==> src/rtl/core/ecf_pkg.sv <==
// ----------------------------------------------------------------------------
// ecf_pkg
// Shared types and codes for the edge capture frame FIFO.
// ----------------------------------------------------------------------------
package ecf_pkg;

  localparam logic [1:0] KIND_EDGE  = 2'd0;
  localparam logic [1:0] KIND_POP   = 2'd1;
  localparam logic [1:0] KIND_FAULT = 2'd2;

  localparam logic [1:0] FLAG_INVALID  = 2'b01;
  localparam logic [1:0] FLAG_OVERFLOW = 2'b10;

  localparam logic [32:0] DELTA_LIMIT_HI = 33'd0;

  // classified command handed from front to back
  typedef struct packed {
    logic [1:0]  kind;
    logic        bad;        // channel or level out of range
    logic [3:0]  chan;
    logic        level;
    logic [63:0] ts;
  } cmd_t;

  typedef struct packed {
    logic        accepted;
    logic        frame_ok;
    logic [31:0] sequence_res;
    logic [1:0]  frame_flags;
    logic [63:0] base_timestamp;
    logic [3:0]  edge_channel;
    logic        edge_level;
    logic [63:0] edge_timestamp;
    logic [5:0]  edge_index;
    logic        last;
    logic [31:0] dropped_count;
    logic        pending;
  } res_t;

endpackage

==> src/rtl/core/ecf_front.sv <==
// ----------------------------------------------------------------------------
// ecf_front
// Accepts input beats, checks channel and level, and queues commands
// for the back end in a two-entry queue.
// ----------------------------------------------------------------------------
module ecf_front #(
  parameter int NUM_CHANNELS = 10
) (
  input  logic          clk,
  input  logic          rst_n,
  input  logic          in_valid,
  output logic          in_stall,
  input  logic [1:0]    in_kind,
  input  logic [7:0]    in_channel,
  input  logic [7:0]    in_level,
  input  logic [63:0]   in_timestamp,
  output logic          q_valid,
  output ecf_pkg::cmd_t q_cmd,
  input  logic          q_pop
);
  import ecf_pkg::*;

  cmd_t       entry_r [2];
  logic       wr_sel_r, wr_sel_nxt;
  logic       rd_sel_r, rd_sel_nxt;
  logic [1:0] cnt_r, cnt_nxt;
  logic       push;
  logic       pop;
  cmd_t       cmd_in;

  assign in_stall = (cnt_r == 2'd2);
  assign push     = in_valid && !in_stall;
  assign q_valid  = (cnt_r != 2'd0);
  assign pop      = q_pop && q_valid;
  assign q_cmd    = entry_r[rd_sel_r];

  always_comb begin
    cmd_in.kind  = in_kind;
    cmd_in.bad   = (32'(in_channel) >= NUM_CHANNELS) || (in_level[7:1] != 7'd0);
    cmd_in.chan  = in_channel[3:0];
    cmd_in.level = in_level[0];
    cmd_in.ts    = in_timestamp;
  end

  always_comb begin
    wr_sel_nxt = push ? !wr_sel_r : wr_sel_r;
    rd_sel_nxt = pop ? !rd_sel_r : rd_sel_r;
    cnt_nxt    = cnt_r + {1'b0, push} - {1'b0, pop};
  end

  always_ff @(posedge clk) begin
    if (!rst_n) begin
      wr_sel_r <= 1'b0;
      rd_sel_r <= 1'b0;
      cnt_r    <= 2'd0;
    end else begin
      wr_sel_r <= wr_sel_nxt;
      rd_sel_r <= rd_sel_nxt;
      cnt_r    <= cnt_nxt;
    end
  end

  always_ff @(posedge clk) begin
    if (push) begin
      entry_r[wr_sel_r] <= cmd_in;
    end
  end

endmodule

==> src/rtl/core/ecf_back.sv <==
// ----------------------------------------------------------------------------
// ecf_back
// Executes queued commands: edge store and drop accounting, fault marking,
// and frame pops as a scan pass followed by an emit pass over the ring.
// ----------------------------------------------------------------------------
module ecf_back #(
  parameter int FIFO_DEPTH          = 64,
  parameter int MAX_EDGES_PER_FRAME = 32
) (
  input  logic          clk,
  input  logic          rst_n,
  input  logic          q_valid,
  input  ecf_pkg::cmd_t q_cmd,
  output logic          q_pop,
  output logic          out_valid,
  input  logic          out_stall,
  output ecf_pkg::res_t out_res
);
  import ecf_pkg::*;

  localparam int AW = $clog2(FIFO_DEPTH);
  localparam int OW = $clog2(FIFO_DEPTH + 1);
  localparam int CW = $clog2(MAX_EDGES_PER_FRAME + 1);

  localparam logic [1:0] ST_IDLE = 2'd0;
  localparam logic [1:0] ST_SCAN = 2'd1;
  localparam logic [1:0] ST_EMIT = 2'd2;

  logic [63:0] mem_time [FIFO_DEPTH];
  logic [4:0]  mem_cl   [FIFO_DEPTH];

  logic [1:0]    state_r, state_nxt;
  logic [AW-1:0] wslot_r, wslot_nxt;
  logic [AW-1:0] rslot_r, rslot_nxt;
  logic [OW-1:0] occ_r, occ_nxt;
  logic [1:0]    sticky_r, sticky_nxt;
  logic [31:0]   drop_r, drop_nxt;
  logic [31:0]   seq_r, seq_nxt;
  logic [63:0]   prev_time_r, prev_time_nxt;
  logic          prev_valid_r, prev_valid_nxt;

  logic [CW-1:0] want_r, want_nxt;
  logic [CW-1:0] count_r, count_nxt;
  logic [CW-1:0] issue_idx_r, issue_idx_nxt;
  logic [AW-1:0] issue_addr_r, issue_addr_nxt;
  logic [CW-1:0] rd_idx_r, rd_idx_nxt;
  logic          rd_vld_r, rd_vld_nxt;
  logic [63:0]   rd_time_r;
  logic [4:0]    rd_cl_r;
  logic [63:0]   base_r, base_nxt;
  logic [1:0]    frm_flags_r, frm_flags_nxt;
  logic [31:0]   frm_seq_r, frm_seq_nxt;

  logic          out_valid_r, out_valid_nxt;
  res_t          out_res_r, out_res_nxt;

  logic          out_free;
  logic          wr_en;
  logic          rd_en;
  logic          load;
  logic          load_now;
  logic          finish;
  logic          fail;
  logic          issue;
  logic [CW-1:0] cnt;
  logic [64:0]   diff;
  logic [AW:0]   rsum;
  res_t          res;

  function automatic logic [AW-1:0] slot_inc(input logic [AW-1:0] s);
    slot_inc = (s == AW'(FIFO_DEPTH - 1)) ? '0 : s + 1'b1;
  endfunction

  assign out_free  = !out_valid_r || !out_stall;
  assign out_valid = out_valid_r;
  assign out_res   = out_res_r;

  // delta of the returning entry from the frame base; must fit in 32 bits
  assign diff = {1'b0, rd_time_r} - {1'b0, base_r};
  assign fail = (diff[64:32] != DELTA_LIMIT_HI);

  always_comb begin
    state_nxt      = state_r;
    wslot_nxt      = wslot_r;
    rslot_nxt      = rslot_r;
    occ_nxt        = occ_r;
    sticky_nxt     = sticky_r;
    drop_nxt       = drop_r;
    seq_nxt        = seq_r;
    prev_time_nxt  = prev_time_r;
    prev_valid_nxt = prev_valid_r;
    want_nxt       = want_r;
    count_nxt      = count_r;
    issue_idx_nxt  = issue_idx_r;
    issue_addr_nxt = issue_addr_r;
    rd_idx_nxt     = rd_idx_r;
    rd_vld_nxt     = 1'b0;
    base_nxt       = base_r;
    frm_flags_nxt  = frm_flags_r;
    frm_seq_nxt    = frm_seq_r;
    q_pop          = 1'b0;
    wr_en          = 1'b0;
    rd_en          = 1'b0;
    load           = 1'b0;
    load_now       = 1'b0;
    finish         = 1'b0;
    issue          = 1'b0;
    cnt            = want_r;
    rsum           = '0;
    res            = '0;

    case (state_r)
      ST_IDLE: begin
        if (q_valid && out_free) begin
          q_pop = 1'b1;
          case (q_cmd.kind)
            KIND_EDGE: begin
              load     = 1'b1;
              res.last = 1'b1;
              if (q_cmd.bad || (prev_valid_r && (q_cmd.ts < prev_time_r))) begin
                sticky_nxt = sticky_r | FLAG_INVALID;
                drop_nxt   = drop_r + 32'd1;
              end else if (occ_r == OW'(FIFO_DEPTH)) begin
                sticky_nxt = sticky_r | FLAG_OVERFLOW;
                drop_nxt   = drop_r + 32'd1;
              end else begin
                wr_en          = 1'b1;
                wslot_nxt      = slot_inc(wslot_r);
                occ_nxt        = occ_r + 1'b1;
                prev_time_nxt  = q_cmd.ts;
                prev_valid_nxt = 1'b1;
                res.accepted   = 1'b1;
              end
            end
            KIND_POP: begin
              if (occ_r == '0) begin
                load     = 1'b1;
                res.last = 1'b1;
              end else begin
                want_nxt       = (32'(occ_r) < MAX_EDGES_PER_FRAME) ? CW'(occ_r)
                                                                     : CW'(MAX_EDGES_PER_FRAME);
                issue_addr_nxt = rslot_r;
                issue_idx_nxt  = '0;
                state_nxt      = ST_SCAN;
              end
            end
            KIND_FAULT: begin
              sticky_nxt = sticky_r | FLAG_INVALID;
              load       = 1'b1;
              res.last   = 1'b1;
            end
            default: begin
              load     = 1'b1;
              res.last = 1'b1;
            end
          endcase
        end
      end

      ST_SCAN: begin
        if (rd_vld_r) begin
          if (rd_idx_r == '0) begin
            base_nxt = rd_time_r;
            finish   = (want_r == CW'(1));
          end else if (fail) begin
            finish = 1'b1;
            cnt    = rd_idx_r;
          end else begin
            finish = ((rd_idx_r + 1'b1) == want_r);
          end
        end
        issue = (issue_idx_r < want_r) && !finish;
        if (issue) begin
          rd_en          = 1'b1;
          issue_addr_nxt = slot_inc(issue_addr_r);
          issue_idx_nxt  = issue_idx_r + 1'b1;
          rd_idx_nxt     = issue_idx_r;
        end
        rd_vld_nxt = issue;
        if (finish) begin
          // commit the pop now; the emit pass rereads from the old head
          count_nxt      = cnt;
          frm_flags_nxt  = sticky_r | ((cnt != want_r) ? FLAG_INVALID : 2'b00);
          sticky_nxt     = '0;
          frm_seq_nxt    = seq_r;
          seq_nxt        = seq_r + 32'd1;
          rsum           = (AW + 1)'(rslot_r) + (AW + 1)'(cnt);
          if (rsum >= (AW + 1)'(FIFO_DEPTH)) begin
            rsum = rsum - (AW + 1)'(FIFO_DEPTH);
          end
          rslot_nxt      = rsum[AW-1:0];
          occ_nxt        = occ_r - OW'(cnt);
          issue_addr_nxt = rslot_r;
          issue_idx_nxt  = '0;
          state_nxt      = ST_EMIT;
        end
      end

      ST_EMIT: begin
        load_now = rd_vld_r && out_free;
        issue    = (issue_idx_r < count_r) && (!rd_vld_r || load_now);
        if (load_now) begin
          load               = 1'b1;
          res.frame_ok       = 1'b1;
          res.sequence_res   = frm_seq_r;
          res.frame_flags    = frm_flags_r;
          res.base_timestamp = base_r;
          res.edge_channel   = rd_cl_r[3:0];
          res.edge_level     = rd_cl_r[4];
          res.edge_timestamp = rd_time_r;
          res.edge_index     = 6'(rd_idx_r);
          res.last           = ((rd_idx_r + 1'b1) == count_r);
          if (res.last) begin
            state_nxt = ST_IDLE;
          end
        end
        if (issue) begin
          rd_en          = 1'b1;
          issue_addr_nxt = slot_inc(issue_addr_r);
          issue_idx_nxt  = issue_idx_r + 1'b1;
          rd_idx_nxt     = issue_idx_r;
        end
        rd_vld_nxt = issue ? 1'b1 : (load_now ? 1'b0 : rd_vld_r);
      end

      default: begin
        state_nxt = ST_IDLE;
      end
    endcase

    res.dropped_count = drop_nxt;
    res.pending       = (occ_nxt != '0);

    out_valid_nxt = out_valid_r && out_stall;
    out_res_nxt   = out_res_r;
    if (load) begin
      out_valid_nxt = 1'b1;
      out_res_nxt   = res;
    end
  end

  always_ff @(posedge clk) begin
    if (!rst_n) begin
      state_r      <= ST_IDLE;
      wslot_r      <= '0;
      rslot_r      <= '0;
      occ_r        <= '0;
      sticky_r     <= '0;
      drop_r       <= '0;
      seq_r        <= '0;
      prev_valid_r <= 1'b0;
      rd_vld_r     <= 1'b0;
      out_valid_r  <= 1'b0;
    end else begin
      state_r      <= state_nxt;
      wslot_r      <= wslot_nxt;
      rslot_r      <= rslot_nxt;
      occ_r        <= occ_nxt;
      sticky_r     <= sticky_nxt;
      drop_r       <= drop_nxt;
      seq_r        <= seq_nxt;
      prev_valid_r <= prev_valid_nxt;
      rd_vld_r     <= rd_vld_nxt;
      out_valid_r  <= out_valid_nxt;
    end
  end

  always_ff @(posedge clk) begin
    prev_time_r  <= prev_time_nxt;
    want_r       <= want_nxt;
    count_r      <= count_nxt;
    issue_idx_r  <= issue_idx_nxt;
    issue_addr_r <= issue_addr_nxt;
    rd_idx_r     <= rd_idx_nxt;
    base_r       <= base_nxt;
    frm_flags_r  <= frm_flags_nxt;
    frm_seq_r    <= frm_seq_nxt;
    out_res_r    <= out_res_nxt;
  end

  // edge ring storage, registered read port
  always_ff @(posedge clk) begin
    if (wr_en) begin
      mem_time[wslot_r] <= q_cmd.ts;
      mem_cl[wslot_r]   <= {q_cmd.level, q_cmd.chan};
    end
    if (rd_en) begin
      rd_time_r <= mem_time[issue_addr_r];
      rd_cl_r   <= mem_cl[issue_addr_r];
    end
  end

endmodule

==> src/rtl/core/edge_capture_frame_fifo.sv <==
// ----------------------------------------------------------------------------
// edge_capture_frame_fifo
// Timestamped edge capture ring FIFO, drained as frames of edges.
// ----------------------------------------------------------------------------
// Input beats (in_valid/in_stall) carry kind, channel, level and timestamp:
// edge capture, frame pop or transport fault. Result beats (out_valid/
// out_stall) carry one result per edge or fault item, and one result per
// emitted edge for a pop (a single frame_ok=0 result when empty); last
// marks the final result of each item.
// Commands go through a two-entry queue into the back end, which handles
// one item at a time. An edge, fault or empty pop passes from its queue
// entry to the result register and leaves the back end idle for the next
// command. A pop first scans the ring through the single read port to find
// where the frame ends, then emits one edge per cycle while out_stall does
// not hold the result register.
// Reset clears pointers, flags, counters and the queue; ring contents are
// not cleared. While out_stall holds a valid result, the result register
// holds and the back end waits to give its next result; the queue keeps
// taking beats until both entries fill, then in_stall rises.
// ----------------------------------------------------------------------------
module edge_capture_frame_fifo #(
  parameter int FIFO_DEPTH          = 64,
  parameter int MAX_EDGES_PER_FRAME = 32,
  parameter int NUM_CHANNELS        = 10
) (
  input  logic        clk,
  input  logic        rst_n,
  input  logic        in_valid,
  output logic        in_stall,
  input  logic [1:0]  in_kind,
  input  logic [7:0]  in_channel,
  input  logic [7:0]  in_level,
  input  logic [63:0] in_timestamp,
  output logic        out_valid,
  input  logic        out_stall,
  output logic        out_accepted,
  output logic        out_frame_ok,
  output logic [31:0] out_sequence_res,
  output logic [1:0]  out_frame_flags,
  output logic [63:0] out_base_timestamp,
  output logic [3:0]  out_edge_channel,
  output logic        out_edge_level,
  output logic [63:0] out_edge_timestamp,
  output logic [5:0]  out_edge_index,
  output logic        out_last,
  output logic [31:0] out_dropped_count,
  output logic        out_pending
);
  import ecf_pkg::*;

  logic q_valid;
  logic q_pop;
  cmd_t q_cmd;
  res_t res;

  ecf_front #(
    .NUM_CHANNELS (NUM_CHANNELS)
  ) u_front (
    .clk          (clk),
    .rst_n        (rst_n),
    .in_valid     (in_valid),
    .in_stall     (in_stall),
    .in_kind      (in_kind),
    .in_channel   (in_channel),
    .in_level     (in_level),
    .in_timestamp (in_timestamp),
    .q_valid      (q_valid),
    .q_cmd        (q_cmd),
    .q_pop        (q_pop)
  );

  ecf_back #(
    .FIFO_DEPTH          (FIFO_DEPTH),
    .MAX_EDGES_PER_FRAME (MAX_EDGES_PER_FRAME)
  ) u_back (
    .clk       (clk),
    .rst_n     (rst_n),
    .q_valid   (q_valid),
    .q_cmd     (q_cmd),
    .q_pop     (q_pop),
    .out_valid (out_valid),
    .out_stall (out_stall),
    .out_res   (res)
  );

  assign out_accepted       = res.accepted;
  assign out_frame_ok       = res.frame_ok;
  assign out_sequence_res   = res.sequence_res;
  assign out_frame_flags    = res.frame_flags;
  assign out_base_timestamp = res.base_timestamp;
  assign out_edge_channel   = res.edge_channel;
  assign out_edge_level     = res.edge_level;
  assign out_edge_timestamp = res.edge_timestamp;
  assign out_edge_index     = res.edge_index;
  assign out_last           = res.last;
  assign out_dropped_count  = res.dropped_count;
  assign out_pending        = res.pending;

endmodule
==> config.mk <==
export PLATFORM = sky130hd
export DESIGN_NAME = edge_capture_frame_fifo
export DESIGN_NICKNAME = d
export VERILOG_FILES = /design/src/rtl/core/ecf_pkg.sv /design/src/rtl/core/ecf_front.sv /design/src/rtl/core/ecf_back.sv /design/src/rtl/core/edge_capture_frame_fifo.sv
export SDC_FILE = /design/constraint.sdc
export NUM_CORES = 2
export LEC_CHECK = 0
export BUFFER_PORTS_ARGS = -buffer_cell sky130_fd_sc_hd__buf_2
export CORE_UTILIZATION = 40
export CTS_CLUSTER_DIAMETER = 100
export DETAILED_ROUTE_END_ITERATION = 8
export GPL_TIMING_DRIVEN = 0
export REMOVE_ABC_BUFFERS = 1
export SETUP_SLACK_MARGIN = 0.15
export SLEW_MARGIN = 20
export SYNTH_ARGS = -nofsm -noshare
export SYNTH_HDL_FRONTEND = slang
export SYNTH_MEMORY_MAX_BITS = 65536
export SYNTH_SLANG_ARGS = --single-unit
==> constraint.sdc <==
create_clock -name clk -period 14.4 [get_ports clk]
set_input_delay 1.44 -clock clk [delete_from_list [all_inputs] [get_ports clk]]
set_output_delay 1.44 -clock clk [all_outputs]
set_load 0.01 [all_outputs]
After elaboration in Yosys (flattened, before gate mapping). Memory sizes are Yosys's and may differ from the RTL's. A register that Yosys moved wholly into a read port is not among the register bits. Cells that the tools add are included. Widths: inputs -> output; s select.

Flip-flop bits (word level): 495. Latch bits: 0. Bits in writable memories: 4560. Memory bits (read-only): 0. Input bits: 86. Word-level logic and storage cells: 209. Memories: 3.

$add $sub $neg: 13. Multiply operators: 0. Divide/modulo/power cells: 0. $lt $le $gt $ge: 6. Eq/ne operators: 28. Shifts and indexed selects: 0. Multiplexer cells: 80. Bitwise logic cells: 4. Reduce and logical (&&, ||, !) cells: 40.

Memories: u_back.mem_time (depth 64, width 64, rd ports 1, clocked after memory_dff 1, write ports 1, line ecf_back.sv:29) `logic [63:0] mem_time [FIFO_DEPTH];`; u_back.mem_cl (depth 64, width 5, rd ports 1, clocked after memory_dff 1, write ports 1, line ecf_back.sv:30) `logic [4:0] mem_cl [FIFO_DEPTH];`; u_front.entry_r (depth 2, width 72, rd ports 1, clocked after memory_dff 1, write ports 1, line ecf_front.sv:23) `cmd_t entry_r [2];`.

Operators with widths (number): $mux 175 (1); $mux 32 (5); $mux 6 (21); $sub 64x64->65 (1); $add 32x1->32 const B (2); $lt 64x64->1 (1); $pmux 6 s3 (2); $mux 7 (5); $reduce_bool 33->1 (1); $mux 1 (27); $add 6x1->6 const B (4); $mux 2 (10); $ne 2x1->1 const B (7); $pmux 7 s2 (1); $reduce_bool 7->1 (2); $eq 6x6->1 (2); $eq 6x6->1 const B (2); $lt 6x6->1 (2); $pmux 6 s2 (1); $reduce_and 6->1 (2); $ne 2x2->1 const B (5); $reduce_and 5->1 (2); $ge 8x4->1 const B (1); $logic_and 1x1->1 (8); 32 further kinds (56).

Longest topological paths before layout.
Depth after elaboration: 11. Depth in mapped cells: 29.

Hierarchy. A second synthesis with hierarchy kept.

Cell total of the unflattened synthesis: 9676. Area total of the unflattened synthesis: 200549.8 µm².

Modules (own cells, without submodules): ecf_back (instances 1, cells each 9420, area each 194735.5 µm², seq. area each 148522.4 µm²); ecf_front (instances 1, cells each 256, area each 5814.3 µm², seq. area each 4424.2 µm²).

Worst setup path after synthesis. No wires, ideal clock.

Path kind: reg-to-reg. From: reg (tool-made name). To: mem u_back.mem_cl[45][0] (enable). Data arrival time: 9783 ps. Data required time: 13903 ps. Slack: 4120 ps. Stages on the path, launching flop included: 20. Clock period less this slack: 10280 ps. Path through: dfxtp_1 clkbuf_1 buf_1 buf_1 mux2_2 ha_1 nand2_1 nor3_1 nand3_1 nor3_1 o211ai_1 a31o_2 a21o_1 nand2b_1 nor2_1 nand2_1 inv_1 buf_1 nand4b_1 nor2_1.

RTL lines (line): end, declared (ecf_back.sv:30).

==> impl_results.md <==
- Outcome: complete, but fails checks
- Violated checks: design-rule violations
- Count of final hold-check violations: 0
- Data required time at the worst endpoint: 15.15 ns
- Area of the core: 0.497 mm^2
- I/O pin cnt: 297
- Buffers inserted during post-CTS setup optimization: 0
- Share of cells above drive strength 1: 26.3%
- Total routing usage reported by global routing: 23.8%
- Worst slew pin tran: 1.20 ns
- Unique cell type count in the Yosys netlist: 90
- Number of cells on the worst hold path: 0
- Min Tclk post-route: 9.05 ns
- Count of maximum capacitance violations: 0
- Classification of the worst setup path: register to register
- DRC: 70
- Total of flip-flops plus latches after synthesis: 5,125
- Routed Wire Length: 610,000 um
- CTS buffer count: 542
- Cells on worst reg2reg path: 22
- Wire length per cell after detailed routing: 33.9 um
- Effective utilization at floorplan: 40.2%
- Final-stage net count: 11,200
- Number of DRC markers after the initial detailed-route iteration: 16,000
- Share of the clock period used by the worst path: 62.8%
- Die height: 709 um
- Tot Pwr: 0.0346 W
- CTS max path bufs: 4
- Share of the core filled with cells in the final layout: 48.5%
- DP Wirelength: 426,000 um
- Number of routed nets with antenna violations: 0
- Area post-placement: 0.224 mm^2
- Layout filler cell count: 39,600
- Die Footprint: 0.502 mm^2
- Insertion delay to the later sink of the worst-skew pair: 1.09 ns
- Final worst clock skew: 0.0750 ns
- Number of levels in the clock H-tree: 6
- Count of hold-fix buffers inserted at cts: 0
- Maximum net fanout on the critical path: 66
- Crit path arrival time: 9.80 ns
- Peak clock frequency supported by timing: 111 MHz
- Post-cts sizing count: 0
- Total global routing overflow: 0
- Power Density: 143 mW/mm^2
- Root cell of the clock tree: sky130_fd_sc_hd__clkbuf_16
- Share of flip-flops with an asynchronous set or reset: 0%
- Clock tree from TritonCTS: yes
- Worst Hold Class: register to register
- Unrepaired setup endpoints after global routing: no
- Slew Limit Headroom: 19.6%
- Wire length of the first global-routing pass: 835,000 um
- Setup slack of the worst register-to-register path: 5.35 ns
- Most used flip-flop cell after synthesis: sky130_fd_sc_hd__edfxtp_1
- Final instance area: 0.241 mm^2
- RePlAce Congestion: 0.854
- Setup-violating endpoint count in the final report: 0
- Maximum ir drop on the vdd rail: 131 uV
- Layout Area Growth over Synthesis: 20.8%
- Type of destination of the critical path: register
- Clock edge transition at the registers on the reported setup and hold paths: 0.06 ns
- Vias after detailed routing: 107,000
- Clk sink count: 5,125
- Number of global-route vias before repair: 106,000
- Number of port buffers: 296
- Synthesized instance count: 9,806
- Via density per instance: 5.96
- Overall die width: 709 um
- Seq/Total Area, Yosys: 76.6%
- Per-instance average area after synthesis: 20.4 um^2
- Pins over their slew limit: 0
- Static Leakage: 79.1 nW
- Ys Warns: 0
- Number of detailed-routing iterations run before antenna repair: 8
- Worst Slack Setup Final: 5.35 ns
- Maximum number of pins on one net before global-route repair: 67
- Category of the worst setup path launch point: register
- Mapped Area: 0.200 mm^2
- Number of synthesized flops with an enable pin: 5,030
- Antenna violations before repair: 60
- Minimum setup slack after placement: 5.36 ns
- Row count: 259
[synthesized netlist by cell type (4+ instances only)]
cell | n | share of area [%]
sky130_fd_sc_hd__edfxtp_1 | 5030 | 76
sky130_fd_sc_hd__mux4_2 | 1015 | 11
sky130_fd_sc_hd__mux2i_1 | 535 | 2.7
sky130_fd_sc_hd__clkbuf_1 | 329 | 0.62
sky130_fd_sc_hd__a21oi_1 | 303 | 0.76
sky130_fd_sc_hd__nor2_1 | 288 | 0.54
sky130_fd_sc_hd__nand2_1 | 265 | 0.50
sky130_fd_sc_hd__o221ai_1 | 263 | 1.2
sky130_fd_sc_hd__o21ai_0 | 193 | 0.48
sky130_fd_sc_hd__inv_1 | 188 | 0.35
sky130_fd_sc_hd__o22ai_1 | 179 | 0.56
sky130_fd_sc_hd__ha_1 | 162 | 1.0
sky130_fd_sc_hd__buf_1 | 151 | 0.28
sky130_fd_sc_hd__and2_1 | 147 | 0.46
sky130_fd_sc_hd__dfxtp_1 | 95 | 0.95
sky130_fd_sc_hd__mux2_2 | 73 | 0.41
sky130_fd_sc_hd__nand4_1 | 64 | 0.20
sky130_fd_sc_hd__nand3_1 | 63 | 0.16
sky130_fd_sc_hd__xnor2_1 | 58 | 0.25
sky130_fd_sc_hd__xor2_1 | 57 | 0.25
sky130_fd_sc_hd__a21o_1 | 42 | 0.16
sky130_fd_sc_hd__and3_1 | 31 | 0.097
sky130_fd_sc_hd__nor3_1 | 26 | 0.065
sky130_fd_sc_hd__nand2b_1 | 19 | 0.059
sky130_fd_sc_hd__nor4_1 | 15 | 0.047
sky130_fd_sc_hd__o21a_1 | 15 | 0.056
sky130_fd_sc_hd__or3_1 | 15 | 0.047
sky130_fd_sc_hd__a31oi_1 | 12 | 0.038
sky130_fd_sc_hd__nor2b_1 | 11 | 0.034
sky130_fd_sc_hd__o21ai_1 | 10 | 0.025
sky130_fd_sc_hd__a21boi_0 | 8 | 0.030
sky130_fd_sc_hd__a221oi_1 | 8 | 0.035
sky130_fd_sc_hd__o2111ai_1 | 8 | 0.035
sky130_fd_sc_hd__o211ai_1 | 8 | 0.030
sky130_fd_sc_hd__o21bai_1 | 7 | 0.026
sky130_fd_sc_hd__a211oi_1 | 6 | 0.023
sky130_fd_sc_hd__and4_1 | 6 | 0.026
sky130_fd_sc_hd__o31ai_1 | 6 | 0.023
sky130_fd_sc_hd__a32oi_1 | 5 | 0.022
sky130_fd_sc_hd__nand3b_1 | 5 | 0.019
sky130_fd_sc_hd__a22oi_1 | 4 | 0.015
sky130_fd_sc_hd__or2_2 | 4 | 0.013
[critical path: stages, from the launching register on]
cell,delay (ns)
sky130_fd_sc_hd__dfxtp_4,0.51
sky130_fd_sc_hd__buf_16,0.26
sky130_fd_sc_hd__buf_16,0.27
sky130_fd_sc_hd__mux2_2,0.96
sky130_fd_sc_hd__ha_1,0.29
sky130_fd_sc_hd__and4_1,0.23
sky130_fd_sc_hd__and3_1,0.19
sky130_fd_sc_hd__nand2_1,0.10
sky130_fd_sc_hd__a21oi_1,0.44
sky130_fd_sc_hd__o21ai_0,0.20
sky130_fd_sc_hd__a31o_2,0.33
sky130_fd_sc_hd__a21o_1,0.40
sky130_fd_sc_hd__nand2b_1,0.30
sky130_fd_sc_hd__nor2_1,0.31
sky130_fd_sc_hd__nand2_1,0.51
sky130_fd_sc_hd__inv_6,0.43
sky130_fd_sc_hd__buf_16,0.32
sky130_fd_sc_hd__nand3_1,0.73
sky130_fd_sc_hd__nor2_4,0.89
sky130_fd_sc_hd__buf_16,0.25
sky130_fd_sc_hd__buf_16,0.16
sky130_fd_sc_hd__buf_16,0.17
sky130_fd_sc_hd__buf_12,0.19
[final timing paths]
path,start,end
setup / recovery,register,u_back.mem_time[44][3]
hold / removal,u_back.seq_r[31],u_back.frm_seq_r[31]
setup reg to reg,register,u_back.mem_time[44][3]
hold reg to reg,u_back.seq_r[31],u_back.frm_seq_r[31]
[layer usage]
metal | wire length [um] | share of wire [%] | vias up | global-route usage, %
li1 | - | - | 43000 | -
met1 | 239000 | 39 | 57100 | 32.6
met2 | 280000 | 46 | 6154 | 36.9
met3 | 64100 | 11 | 1184 | 5.72
met4 | 25900 | 4.3 | 22 | 8.78
met5 | 143 | 0.023 | - | 0
[kinds of logic after synthesis]
group / synth area share [%]
adders and majority gates: 1.03
DFF: 76.6
buffers and inverters: 1.33
AOI/OAI and AO/OA: 3.67
and+or+nand+nor: 2.38
xor gates and xnor gates: 0.504
muxes: 14.5
[report_power, final]
| part | leakage, nW | total (W) | internal, W | switching, W |
|---|---|---|---|---|
| logic | 24.5 | 0.00262 | 0.000547 | 0.00208 |
| registers | 46.2 | 0.0182 | 0.0181 | 0.0000968 |
| clock network | 8.41 | 0.0138 | 0.00789 | 0.00588 |
| total | 79.1 | 0.0346 | 0.0266 | 0.00805 |
[per-stage QoR]
| stage | hold WS (ns) | instances | setup TNS (ns) |
|---|---|---|---|
| after floorplan | 0.408 | 9314 | -2783.10 |
| final | 0.461 | 18000 | 0 |
| after global placement | 0.428 | 16300 | - |
| after detailed placement | 0.446 | 17000 | 0 |
| after global routing | 0.471 | 18000 | 0 |
| after CTS | 0.460 | 18000 | 0 |
[placed cells by master, fill, tap and decap left out, drive strengths merged, types with 14 or more instances in the layout]
cell type  Yosys  final
a31oi         14     14
xor2          57     57
diode          0     33
mux2          73     73
inv          189    222
o21a          15     15
or3           16     16
nand3         64     64
ha           162    162
o22ai        179    179
buf          157   1043
mux2i        535    535
nand4         65     65
clkbuf       333    672
nor2         288    288
nand2        265    265
clkinv         0    203
nor4          15     15
xnor2         58     58
and3          31     31
dfxtp         95     95
and2         150    150
nor3          26     26
a21oi        303    303
o21ai        204    204
edfxtp      5030   5030
a21o          43     43
nand2b        20     20
mux4        1015   1015
bufinv         0     42
o221ai       264    264
[registers in the layout, summed over array words and instances (netlist names), 5 cells and up, named ones only]
signal               flops
u_back.frm_seq_r        32
u_back.want_r            6
u_back.rd_idx_r          6
u_front.entry_r        144
u_back.seq_r            32
u_back.count_r           6
u_back.mem_cl          320
u_back.wslot_r           6
u_back.rd_time_r        64
u_back.issue_idx_r       6
u_back.issue_addr_r      6
u_back.rd_cl_r           5
u_back.base_r           64
u_back.occ_r             7
u_back.out_res         209
u_back.prev_time_r      64
u_back.drop_r           32
u_back.mem_time       4096
u_back.rslot_r           6
[layout make-up]
class,count,area (um^2),area share (%)
Timing Repair Buffer,1043,17000,7.05
Clock buffer,672,14400,5.96
Clock inverter,290,2970,1.23
Antenna cell,33,82.6,0.0342
Sequential cell,5125,153000,63.4
Tap cell,6655,8330,3.45
Inverter,189,732,0.303
Multi-Input combinational cell,4000,45000,18.6
Note: power is estimated with default switching activity, not from simulation.
